==> src/hdl/ptw_pkg.sv <==
// types and constants shared by the page table walker
// no dependencies
`default_nettype none

package ptw_pkg;

    localparam int PAGE_OFFSET_BITS = 12;
    localparam int VIRTUAL_BITS     = 48;
    localparam int PA_BITS          = 52;
    localparam int ENTRY_BITS       = 64;
    localparam int INDEX_BITS       = 9;
    localparam int ENTRY_SIZE_BITS  = 3;
    localparam int FRAME_HI         = 35;
    localparam int BASE_LOW_BITS    = 4;
    localparam int PAGE_1G_BITS     = 30;
    localparam int PAGE_2M_BITS     = 21;
    localparam int PRESENT_BIT      = 0;
    localparam int LARGE_BIT        = 7;

    localparam logic KIND_START = 1'b0;
    localparam logic KIND_DATA  = 1'b1;
    localparam logic RES_READ   = 1'b0;
    localparam logic RES_DONE   = 1'b1;

    typedef enum logic [4:0] {
        LVL_IDLE = 5'b00001,
        LVL_1    = 5'b00010,
        LVL_2    = 5'b00100,
        LVL_3    = 5'b01000,
        LVL_4    = 5'b10000
    } t_level;

    typedef struct packed {
        logic                    kind;
        logic [PA_BITS-1:0]      table_base;
        logic [VIRTUAL_BITS-1:0] virtual_address;
        logic [ENTRY_BITS-1:0]   entry_data;
    } t_item;

    typedef struct packed {
        logic               result_kind;
        logic [PA_BITS-1:0] read_address;
        logic [PA_BITS-1:0] physical_address;
        logic               fault;
    } t_result;

    typedef struct packed {
        t_level                  level;
        logic [VIRTUAL_BITS-1:0] saved_address;
    } t_walk_state;

endpackage

`default_nettype wire

==> src/hdl/ptw_if.sv <==
// valid/ready channel interfaces for walk items and walk results
// depends on ptw_pkg
`default_nettype none

interface ptw_in_if;
    logic                              valid;
    logic                              ready;
    logic                              kind;
    logic [ptw_pkg::PA_BITS-1:0]       table_base;
    logic [ptw_pkg::VIRTUAL_BITS-1:0]  virtual_address;
    logic [ptw_pkg::ENTRY_BITS-1:0]    entry_data;

    modport source (output valid, kind, table_base, virtual_address, entry_data,
                    input ready);
    modport sink   (input valid, kind, table_base, virtual_address, entry_data,
                    output ready);
endinterface

interface ptw_out_if;
    logic                        valid;
    logic                        ready;
    logic                        result_kind;
    logic [ptw_pkg::PA_BITS-1:0] read_address;
    logic [ptw_pkg::PA_BITS-1:0] physical_address;
    logic                        fault;

    modport source (output valid, result_kind, read_address, physical_address, fault,
                    input ready);
    modport sink   (input valid, result_kind, read_address, physical_address, fault,
                    output ready);
endinterface

`default_nettype wire

==> src/hdl/ptw_step.sv <==
// one walk step: next walk state and optional result for one item
// depends on ptw_pkg
`default_nettype none

module ptw_step (
    input  var ptw_pkg::t_item       i_item,
    input  var ptw_pkg::t_walk_state i_state,
    output var ptw_pkg::t_walk_state o_state,
    output logic                     o_has_result,
    output var ptw_pkg::t_result     o_result
);

    localparam int IDX_PAD   = ptw_pkg::PA_BITS - ptw_pkg::INDEX_BITS
                               - ptw_pkg::ENTRY_SIZE_BITS;
    localparam int FRAME_PAD = ptw_pkg::PA_BITS - ptw_pkg::FRAME_HI - 1;

    function automatic logic [ptw_pkg::INDEX_BITS-1:0] index_of(
        input ptw_pkg::t_level                  level,
        input logic [ptw_pkg::VIRTUAL_BITS-1:0] va
    );
        logic [ptw_pkg::INDEX_BITS-1:0] idx;
        case (level)
            ptw_pkg::LVL_1: idx = va[ptw_pkg::PAGE_OFFSET_BITS +: ptw_pkg::INDEX_BITS];
            ptw_pkg::LVL_2: idx = va[ptw_pkg::PAGE_OFFSET_BITS
                                     + ptw_pkg::INDEX_BITS +: ptw_pkg::INDEX_BITS];
            ptw_pkg::LVL_3: idx = va[ptw_pkg::PAGE_OFFSET_BITS
                                     + 2 * ptw_pkg::INDEX_BITS +: ptw_pkg::INDEX_BITS];
            ptw_pkg::LVL_4: idx = va[ptw_pkg::PAGE_OFFSET_BITS
                                     + 3 * ptw_pkg::INDEX_BITS +: ptw_pkg::INDEX_BITS];
            default:        idx = '0;
        endcase
        return idx;
    endfunction

    function automatic ptw_pkg::t_level lower_of(input ptw_pkg::t_level level);
        ptw_pkg::t_level nxt;
        case (level)
            ptw_pkg::LVL_4: nxt = ptw_pkg::LVL_3;
            ptw_pkg::LVL_3: nxt = ptw_pkg::LVL_2;
            ptw_pkg::LVL_2: nxt = ptw_pkg::LVL_1;
            default:        nxt = ptw_pkg::LVL_IDLE;
        endcase
        return nxt;
    endfunction

    logic [ptw_pkg::ENTRY_BITS-1:0]   entry;
    logic [ptw_pkg::VIRTUAL_BITS-1:0] sa;
    logic [ptw_pkg::PA_BITS-1:0]      table_base;
    logic [ptw_pkg::PA_BITS-1:0]      next_table;
    logic [ptw_pkg::PA_BITS-1:0]      entry_offset;
    logic [ptw_pkg::FRAME_HI-ptw_pkg::PAGE_OFFSET_BITS:0] frame_4k;
    logic                             present;
    logic                             is_large;
    ptw_pkg::t_level                  lower;

    assign entry      = i_item.entry_data;
    assign sa         = i_state.saved_address;
    assign present    = entry[ptw_pkg::PRESENT_BIT];
    assign is_large   = entry[ptw_pkg::LARGE_BIT];
    assign frame_4k   = entry[ptw_pkg::FRAME_HI:ptw_pkg::PAGE_OFFSET_BITS];
    assign lower      = lower_of(i_state.level);
    assign table_base = {i_item.table_base[ptw_pkg::PA_BITS-1:ptw_pkg::BASE_LOW_BITS],
                         {ptw_pkg::BASE_LOW_BITS{1'b0}}};
    assign next_table = {{FRAME_PAD{1'b0}}, frame_4k,
                         {ptw_pkg::PAGE_OFFSET_BITS{1'b0}}};

    always_comb begin
        o_state      = i_state;
        o_has_result = 1'b0;
        o_result     = '0;
        entry_offset = '0;
        if (i_item.kind == ptw_pkg::KIND_START) begin
            o_state.saved_address = i_item.virtual_address;
            o_state.level         = ptw_pkg::LVL_4;
            o_has_result          = 1'b1;
            entry_offset          = {{IDX_PAD{1'b0}},
                                     index_of(ptw_pkg::LVL_4, i_item.virtual_address),
                                     {ptw_pkg::ENTRY_SIZE_BITS{1'b0}}};
            o_result.result_kind  = ptw_pkg::RES_READ;
            o_result.read_address = table_base + entry_offset;
        end else begin
            case (i_state.level)
                ptw_pkg::LVL_4, ptw_pkg::LVL_3, ptw_pkg::LVL_2, ptw_pkg::LVL_1: begin
                    o_has_result = 1'b1;
                    if (!present) begin
                        o_result.result_kind = ptw_pkg::RES_DONE;
                        o_result.fault       = 1'b1;
                        o_state.level        = ptw_pkg::LVL_IDLE;
                    end else if (i_state.level == ptw_pkg::LVL_3 && is_large) begin
                        o_result.result_kind      = ptw_pkg::RES_DONE;
                        o_result.physical_address =
                            {entry[ptw_pkg::PA_BITS-1:ptw_pkg::PAGE_1G_BITS],
                             sa[ptw_pkg::PAGE_1G_BITS-1:0]};
                        o_state.level             = ptw_pkg::LVL_IDLE;
                    end else if (i_state.level == ptw_pkg::LVL_2 && is_large) begin
                        o_result.result_kind      = ptw_pkg::RES_DONE;
                        o_result.physical_address =
                            {{FRAME_PAD{1'b0}},
                             entry[ptw_pkg::FRAME_HI:ptw_pkg::PAGE_2M_BITS],
                             sa[ptw_pkg::PAGE_2M_BITS-1:0]};
                        o_state.level             = ptw_pkg::LVL_IDLE;
                    end else if (i_state.level == ptw_pkg::LVL_1) begin
                        o_result.result_kind = ptw_pkg::RES_DONE;
                        o_state.level        = ptw_pkg::LVL_IDLE;
                        if (frame_4k == '0) begin
                            o_result.fault = 1'b1;
                        end else begin
                            o_result.physical_address =
                                {{FRAME_PAD{1'b0}}, frame_4k,
                                 sa[ptw_pkg::PAGE_OFFSET_BITS-1:0]};
                        end
                    end else begin
                        o_state.level         = lower;
                        entry_offset          = {{IDX_PAD{1'b0}}, index_of(lower, sa),
                                                 {ptw_pkg::ENTRY_SIZE_BITS{1'b0}}};
                        o_result.result_kind  = ptw_pkg::RES_READ;
                        o_result.read_address = next_table + entry_offset;
                    end
                end
                default: begin
                    o_state.level = ptw_pkg::LVL_IDLE;
                end
            endcase
        end
    end

endmodule

`default_nettype wire

==> src/hdl/page_table_walker.sv <==
// Four-level page table walker. Takes one item per cycle on i_req while o_rsp does
// not stall: start items (table base and virtual address) and memory-data items
// (one 8-byte entry each). Each accepted item waits in the input register, then its
// result in the result register; the walk state lives in one register updated by a
// single combinational step, so a stall on o_rsp holds the input register and then
// i_req. A start abandons any walk in progress; data arriving while idle produces no result.
// depends on ptw_pkg, ptw_if, ptw_step
`default_nettype none

module page_table_walker (
    input  logic        i_clk,
    input  logic        i_rst_n,
    ptw_in_if.sink      i_req,
    ptw_out_if.source   o_rsp
);

    logic                 r_in_valid;
    ptw_pkg::t_item       r_in;
    ptw_pkg::t_walk_state r_state;
    ptw_pkg::t_walk_state n_state;
    logic                 r_out_valid;
    ptw_pkg::t_result     r_out;
    ptw_pkg::t_result     n_out;
    logic                 has_result;
    logic                 advance;
    logic                 in_take;

    ptw_step u_step (
        .i_item       (r_in),
        .i_state      (r_state),
        .o_state      (n_state),
        .o_has_result (has_result),
        .o_result     (n_out)
    );

    assign advance     = r_in_valid && (!r_out_valid || o_rsp.ready || !has_result);
    assign i_req.ready = !r_in_valid || advance;
    assign in_take     = i_req.valid && i_req.ready;

    always_ff @(posedge i_clk) begin
        if (!i_rst_n) begin
            r_in_valid            <= 1'b0;
            r_out_valid           <= 1'b0;
            r_state.level         <= ptw_pkg::LVL_IDLE;
            r_state.saved_address <= '0;
        end else begin
            if (in_take) begin
                r_in_valid <= 1'b1;
            end else if (advance) begin
                r_in_valid <= 1'b0;
            end
            if (advance) begin
                r_state <= n_state;
            end
            if (advance && has_result) begin
                r_out_valid <= 1'b1;
            end else if (o_rsp.ready) begin
                r_out_valid <= 1'b0;
            end
        end
    end

    always_ff @(posedge i_clk) begin
        if (in_take) begin
            r_in.kind            <= i_req.kind;
            r_in.table_base      <= i_req.table_base;
            r_in.virtual_address <= i_req.virtual_address;
            r_in.entry_data      <= i_req.entry_data;
        end
        if (advance && has_result) begin
            r_out <= n_out;
        end
    end

    assign o_rsp.valid            = r_out_valid;
    assign o_rsp.result_kind      = r_out.result_kind;
    assign o_rsp.read_address     = r_out.read_address;
    assign o_rsp.physical_address = r_out.physical_address;
    assign o_rsp.fault            = r_out.fault;

endmodule

`default_nettype wire

==> src/flat_wrapper.sv <==
// flat-port wrapper written by rule: the top's interface ports become plain ports
module page_table_walker_flat 
  (i_clk, i_rst_n, i_req_valid, i_req_kind, i_req_table_base, i_req_virtual_address, i_req_entry_data, i_req_ready, o_rsp_valid, o_rsp_result_kind, o_rsp_read_address, o_rsp_physical_address, o_rsp_fault, o_rsp_ready);
  ptw_in_if i_req_i ();
  ptw_out_if o_rsp_i ();
  input  logic i_clk;
  input  logic i_rst_n;
  input wire logic [$bits(i_req_i.valid)-1:0] i_req_valid;
  input wire logic [$bits(i_req_i.kind)-1:0] i_req_kind;
  input wire logic [$bits(i_req_i.table_base)-1:0] i_req_table_base;
  input wire logic [$bits(i_req_i.virtual_address)-1:0] i_req_virtual_address;
  input wire logic [$bits(i_req_i.entry_data)-1:0] i_req_entry_data;
  output wire logic [$bits(i_req_i.ready)-1:0] i_req_ready;
  output wire logic [$bits(o_rsp_i.valid)-1:0] o_rsp_valid;
  output wire logic [$bits(o_rsp_i.result_kind)-1:0] o_rsp_result_kind;
  output wire logic [$bits(o_rsp_i.read_address)-1:0] o_rsp_read_address;
  output wire logic [$bits(o_rsp_i.physical_address)-1:0] o_rsp_physical_address;
  output wire logic [$bits(o_rsp_i.fault)-1:0] o_rsp_fault;
  input wire logic [$bits(o_rsp_i.ready)-1:0] o_rsp_ready;
  assign i_req_i.valid = i_req_valid;
  assign i_req_i.kind = i_req_kind;
  assign i_req_i.table_base = i_req_table_base;
  assign i_req_i.virtual_address = i_req_virtual_address;
  assign i_req_i.entry_data = i_req_entry_data;
  assign i_req_ready = i_req_i.ready;
  assign o_rsp_valid = o_rsp_i.valid;
  assign o_rsp_result_kind = o_rsp_i.result_kind;
  assign o_rsp_read_address = o_rsp_i.read_address;
  assign o_rsp_physical_address = o_rsp_i.physical_address;
  assign o_rsp_fault = o_rsp_i.fault;
  assign o_rsp_i.ready = o_rsp_ready;
  page_table_walker u_core (.i_clk(i_clk), .i_rst_n(i_rst_n), .i_req(i_req_i), .o_rsp(o_rsp_i));
endmodule
==> config.mk <==
export PLATFORM = sky130hd
export DESIGN_NAME = page_table_walker_flat
export DESIGN_NICKNAME = d
export VERILOG_FILES = /design/src/hdl/ptw_pkg.sv /design/src/hdl/ptw_if.sv /design/src/hdl/ptw_step.sv /design/src/hdl/page_table_walker.sv /design/src/flat_wrapper.sv
export SDC_FILE = /design/constraint.sdc
export NUM_CORES = 1
export LEC_CHECK = 0
export BUFFER_PORTS_ARGS = -buffer_cell sky130_fd_sc_hd__buf_2
export CAP_MARGIN = 20
export CORE_MARGIN = 2
export CORE_UTILIZATION = 61
export CTS_BUF_LIST = sky130_fd_sc_hd__clkbuf_2 sky130_fd_sc_hd__clkbuf_4 sky130_fd_sc_hd__clkbuf_8
export CTS_CLUSTER_DIAMETER = 80
export CTS_CLUSTER_SIZE = 25
export DETAILED_ROUTE_END_ITERATION = 10
export PLACE_DENSITY = 0.87
export SLEW_MARGIN = 20
export SYNTH_ARGS = -nofsm -noshare
export SYNTH_HDL_FRONTEND = slang
export SYNTH_HIERARCHICAL = 1
export SYNTH_SLANG_ARGS = --single-unit
==> constraint.sdc <==
create_clock -name i_clk -period 15 [get_ports i_clk]
set_clock_uncertainty 0.2 [all_clocks]
set_input_delay 0.75 -clock i_clk [delete_from_list [all_inputs] [get_ports i_clk]]
set_output_delay 0.75 -clock i_clk [all_outputs]
set_load 0.03 [all_outputs]
Yosys cells after proc, flatten, opt, wreduce, memory -nomap -nowiden
Cells that the tools add are included. W data, S select, Z words.

Multiplexer cells: 39. Bitwise gates (word level): 1. Reductions and logical operators: 18. $add $sub $neg: 2. Equal/unequal tests: 8.

Operators with widths (count): $mux W52 (3); $mux W37 (3); $mux W90 (1); $mux W89 (1); $mux W9 (7); $mux W53 (1); $add A52 B12 Y52 (1); $add A36 B12 Y37 (1); $mux W36 (1); $pmux W9 S4 (1); $mux W5 (6); $logic_not A24 Y1 (1); $mux W1 (14); $pmux W4 S3 (1); $eq A5 B2 Y1 const B (2); $eq A5 B3 Y1 const B (2); $eq A5 B4 Y1 const B (2); $eq A5 B5 Y1 const B (2); $logic_and A1 B1 Y1 (5); $reduce_and A2 Y1 (2); $reduce_bool A2 Y1 (2); $reduce_or A4 Y1 (1); $logic_not A1 Y1 (3); $logic_or A1 B1 Y1 (3); 2 further kinds (2).

Logic and storage cells: 80. Register bits after elaboration: 314.

Logic depth before layout (Yosys ltp)
Word-level depth: 17. Mapped depth: 11. Mapped depth without buffers: 8.

Hierarchy
Netlist, hierarchy kept.

By module, submodules not included: page_table_walker (instances 1, area each 10406.2 µm², cells an instance 512, seq. area each 9238.9 µm²); ptw_step (instances 1, area each 3326.9 µm², cells an instance 501, seq. area each 0.0 µm²).

Least setup slack after synthesis
No wires, ideal clock.

Path type: reg2reg. Start: reg u_core/r_in[164] in the netlist's numbering. End: reg u_core/r_in[0] in the netlist's numbering (enable). Clock period less this slack: 6443 ps. Arrival: 5699 ps. Stages on the path, launching flop included: 8. Slack: 8557 ps. Path buffers: 3. Data required time: 14256 ps. Path through: edfxtp_1 > clkbuf_1 > clkbuf_1 > clkbuf_1 > nand3_1 > and2_1 > nand2_1 > and2_1.

Word-level cells in the longest chain between the ends: 6.

RTL lines: from (decl) (line page_table_walker.sv:18) `ptw_pkg::t_item r_in;`; $mux W1 (line ptw_step.sv:72) `if (i_item.kind == ptw_pkg::KIND_START) begin`; net u_core.has_result (line page_table_walker.sv:24) `logic has_result;`; $logic_not A1 Y1 (line page_table_walker.sv:36) `assign advance = r_in_valid && (!r_out_valid || o_rsp.ready || !has_result);`; $logic_or A1 B1 Y1 (line page_table_walker.sv:36); $logic_and A1 B1 Y1 (line page_table_walker.sv:36); $logic_or A1 B1 Y1 (line page_table_walker.sv:37) `assign i_req.ready = !r_in_valid || advance;`; net i_req_ready (line flat_wrapper.sv:13) `output wire logic [$bits(i_req_i.ready)-1:0] i_req_ready;`; $logic_and A1 B1 Y1 (line page_table_walker.sv:38) `assign in_take = i_req.valid && i_req.ready;`; net u_core.in_take (line page_table_walker.sv:26) `logic in_take;`.

The timed path passes the listed nets, and every way through them passes these cells. A chain may end at the register's enable or synchronous reset.

Worst setup path after layout
Start: reg u_core/r_state[50] in the netlist's numbering. End: reg u_core.r_out (netlist bit u_core/o_rsp.physical_address[17]) (enable).

Word-level cells in the longest chain between the ends: 8. Elaborated cells between the ends (all ways): 11. Those cells by class: eq/ne (4); mux (2); reduce/logical (5).

RTL lines: from (decl) (line page_table_walker.sv:19) `ptw_pkg::t_walk_state r_state;`; from (signal assigned) (line page_table_walker.sv:53) `r_state <= n_state;`; $eq A5 B4 Y1 (tied with other cells) (line ptw_step.sv:82) `case (i_state.level)`; $reduce_or A4 Y1 (*) (line ptw_step.sv:82); $mux W1 (*) (line ptw_step.sv:82); $mux W1 (*) (line ptw_step.sv:72); net u_core.has_result (line page_table_walker.sv:24); $logic_not A1 Y1 (line page_table_walker.sv:36); $logic_or A1 B1 Y1 (line page_table_walker.sv:36); $logic_and A1 B1 Y1 (line page_table_walker.sv:36); $logic_and A1 B1 Y1 (*) (line page_table_walker.sv:70) `if (advance && has_result) begin`; to (signal assigned) (line page_table_walker.sv:71) `r_out <= n_out;`; to (decl) (line page_table_walker.sv:22) `ptw_pkg::t_result r_out;`.

The timed path passes the listed nets; every way through them passes the cells marked *.

==> flow_summary_export.csv <==
group,metric,value,unit
routing,drt-met1-wl,11600,µm
power_and_ir_drop,power_frac_seq,66.5,%
sta,slew_headroom,25.2,%
global_routing,grt_pass1_vias,8063,
global_routing,grt_usage,26.3,%
place,routabilityCongestion,0.888,
finish,fin_nets,1346,
critical_path,critPathRequiredTime,14.97,ns
logic_synthesis,synth_area,0.0125,mm²
clock_tree,clkTransAtPathRegs,0.15,ns
clock_tree,cts_resized,0,
sta,clock.fmax,240,MHz
critical_path,startpoint_type,"register",
critical_path,cp-end-kind,"register",
global_routing,antenna_found_initial,7,
sta,fin_crit,4.16,ns
global_routing,grt-ovfl-total,0,
clock_tree,cts_tree,"done",
critical_path,cp.arrival,4.13,ns
die,die-area,0.0217,mm²
clock_tree,cts_buffer_depth,3,
die,num_rows,52,
logic_synthesis,synth_warnings,6,
routing,drc,0,
routing,drt-total-wl,29100,µm
power_and_ir_drop,p_sw,0.327,mW
routing,vias,8701,
routing,first_pass_iters,6,
sta,rsz0062_at_grt,"no",
die,die_w,147,µm
routing,vias_per_cell,6.00,
routing,drt_iter0_drc,851,
critical_path,cpMaxStageDelayCell,"buf_4",
power_and_ir_drop,power,1.41,mW
power_and_ir_drop,p_int,1.08,mW
sta,holdWs,0.169,ns
sta,hold_viol_final,0,
routing,highest_layer,"met5",
sta,setup_viol,0,
logic_synthesis,post_synth.cell_area_avg,13.3,µm²
critical_path,crit_type,"register to register",
power_and_ir_drop,leakagePower,5.27,nW
clock_tree,h-tree-depth,1,
critical_path,critPathMostFrequentCell,"buf_4",
global_routing,grt_start_max_net_pins,91,
place,dp_hpwl,20300,µm
outcome,outcome,"complete, no violations",
routing,ant_nets,0,
sta,tns,0,ns
clock_tree,hold_buffers,0,
die,core,0.0202,mm²
critical_path,cp_cell_sequence,"xor2_1 > o211ai_1 > nand3_1 > a21boi_4 > buf_4 > and2_4 > buf_4",
die,die_h,147,µm
clock_tree,clock_latency,0.54,ns
power_and_ir_drop,cellPowerDensity,99.3,mW/mm²
critical_path,cp_max_fo,62,
power_and_ir_drop,ir_drop,0.0916,mV
power_and_ir_drop,combPwrFrac,9.1,%
die,start_util,62.1,%
finish,drive_above_1_share,29.0,%
routing,wire_per_inst,20.1,µm
job,maxCapViolations,0,
critical_path,cpPeakStageDelay,0.77,ns
routing,wl_met3,2870,µm
power_and_ir_drop,clkPwrFrac,24.4,%
clock_tree,postCtsSetupBuffers,0,
sta,tightest_slew,1.12,ns
place,numPortBuffers,250,
clock_tree,root_buffer,"clkbuf_8",
clock_tree,cts_made_buffers,15,
logic_synthesis,synthCells,941,
finish,area_growth,13.3,%
power_and_ir_drop,p_sw_share,23.2,%
clock_tree,clock-sinks,291,
die,pin_count,277,
global_routing,grt_pass1_wl,43800,µm
sta,slew_viol_final,0,
routing,met2_length,13400,µm
hold_path,hold_class,"primary input to register",
sta,finalCritPeriodShare,27.7,%
-- layout make-up --
class                   instances  area [µm²]
multi-input cells             587        3890
flip-flops and latches        291        8280
well taps                     270         338
repair buffers                260        1330
clock buffers                  24         274
diodes                          5        12.5
fillers                      1413        5980
inverters                      13        48.8
clock inverters                 1        8.76
-- flip-flops by register name, indices dropped and copies added, names as in the netlist --
name                           cells
u_core/r_in_valid                  1
u_core/o_rsp.read_address         52
u_core/o_rsp.fault                 1
u_core/r_in                      139
u_core/o_rsp.physical_address     52
u_core/o_rsp.result_kind           1
u_core/o_rsp.valid                 1
u_core/r_state                    44
-- final timing paths --
| check | startpoint | endpoint | slack [ns] | cells after the start |
|---|---|---|---|---|
| max reg2reg | u_core/r_state[50] | u_core/o_rsp.physical_address[17] | 10.84 | 7 |
| max | u_core/r_state[50] | u_core/o_rsp.physical_address[17] | 10.84 | 7 |
| min reg2reg | u_core/r_state[33] | u_core/r_state[33] | 0.28 | 2 |
| min | i_req_table_base[20] | u_core/r_in[132] | 0.17 | 1 |
-- worst max-delay path: cells and delay by family, from the launching register on --
| family | cells | cell delay [ns] |
|---|---|---|
| buffers and inverters | 2 | 1.42 |
| and+or+nand+nor | 2 | 1.01 |
| DFF | 1 | 0.50 |
| AOI/OAI and AO/OA | 2 | 0.49 |
| xor gates and xnor gates | 1 | 0.14 |
-- placed cells by master, fill, tap and decap left out, drive strengths merged, types with 10 or more instances in the layout --
cell type,instances
a22oi,22
mux2,40
dfxtp,46
or3,10
nor4,16
nor2b,13
clkbuf,24
o21ai,22
and2,39
a22o,16
a21oi,25
buf,260
nand3,27
inv,14
edfxtp,245
nand4,15
mux2i,46
nand2,144
nor2,25
or4,13
xnor2,11
-- layer usage --
| layer | global-route usage (%) | vias up |
|---|---|---|
| met2 | 41.4 | 526 |
| met1 | 37.1 | 4113 |
| met5 | 0 | - |
| met4 | 9.18 | 4 |
| met3 | 4.94 | 90 |
| li1 | - | 3968 |
-- metrics by stage --
stage	cell area [µm²]	util, %	worst slack, ns	instances
5_1_grt	14200	70.3	10.59	1450
6_report	14200	70.3	10.84	1451
4_1_cts	14200	70.2	10.86	1446
3_3_place_gp	13900	68.8	10.98	1421
3_5_place_dp	13900	68.8	10.89	1421
2_1_floorplan	12500	-	9.26	943
-- power groups by stage --
stage | clock network, mW | logic [mW] | registers, mW
3_5_place_dp | 0 | 0.128 | 0.954
6_report | 0.344 | 0.129 | 0.936
2_1_floorplan | 0 | 0.0708 | 0.963
5_1_grt | 0.382 | 0.139 | 0.940
4_1_cts | 0.355 | 0.128 | 0.936
3_3_place_gp | 0 | 0.124 | 0.953
(Power assumes the default switching activity.)
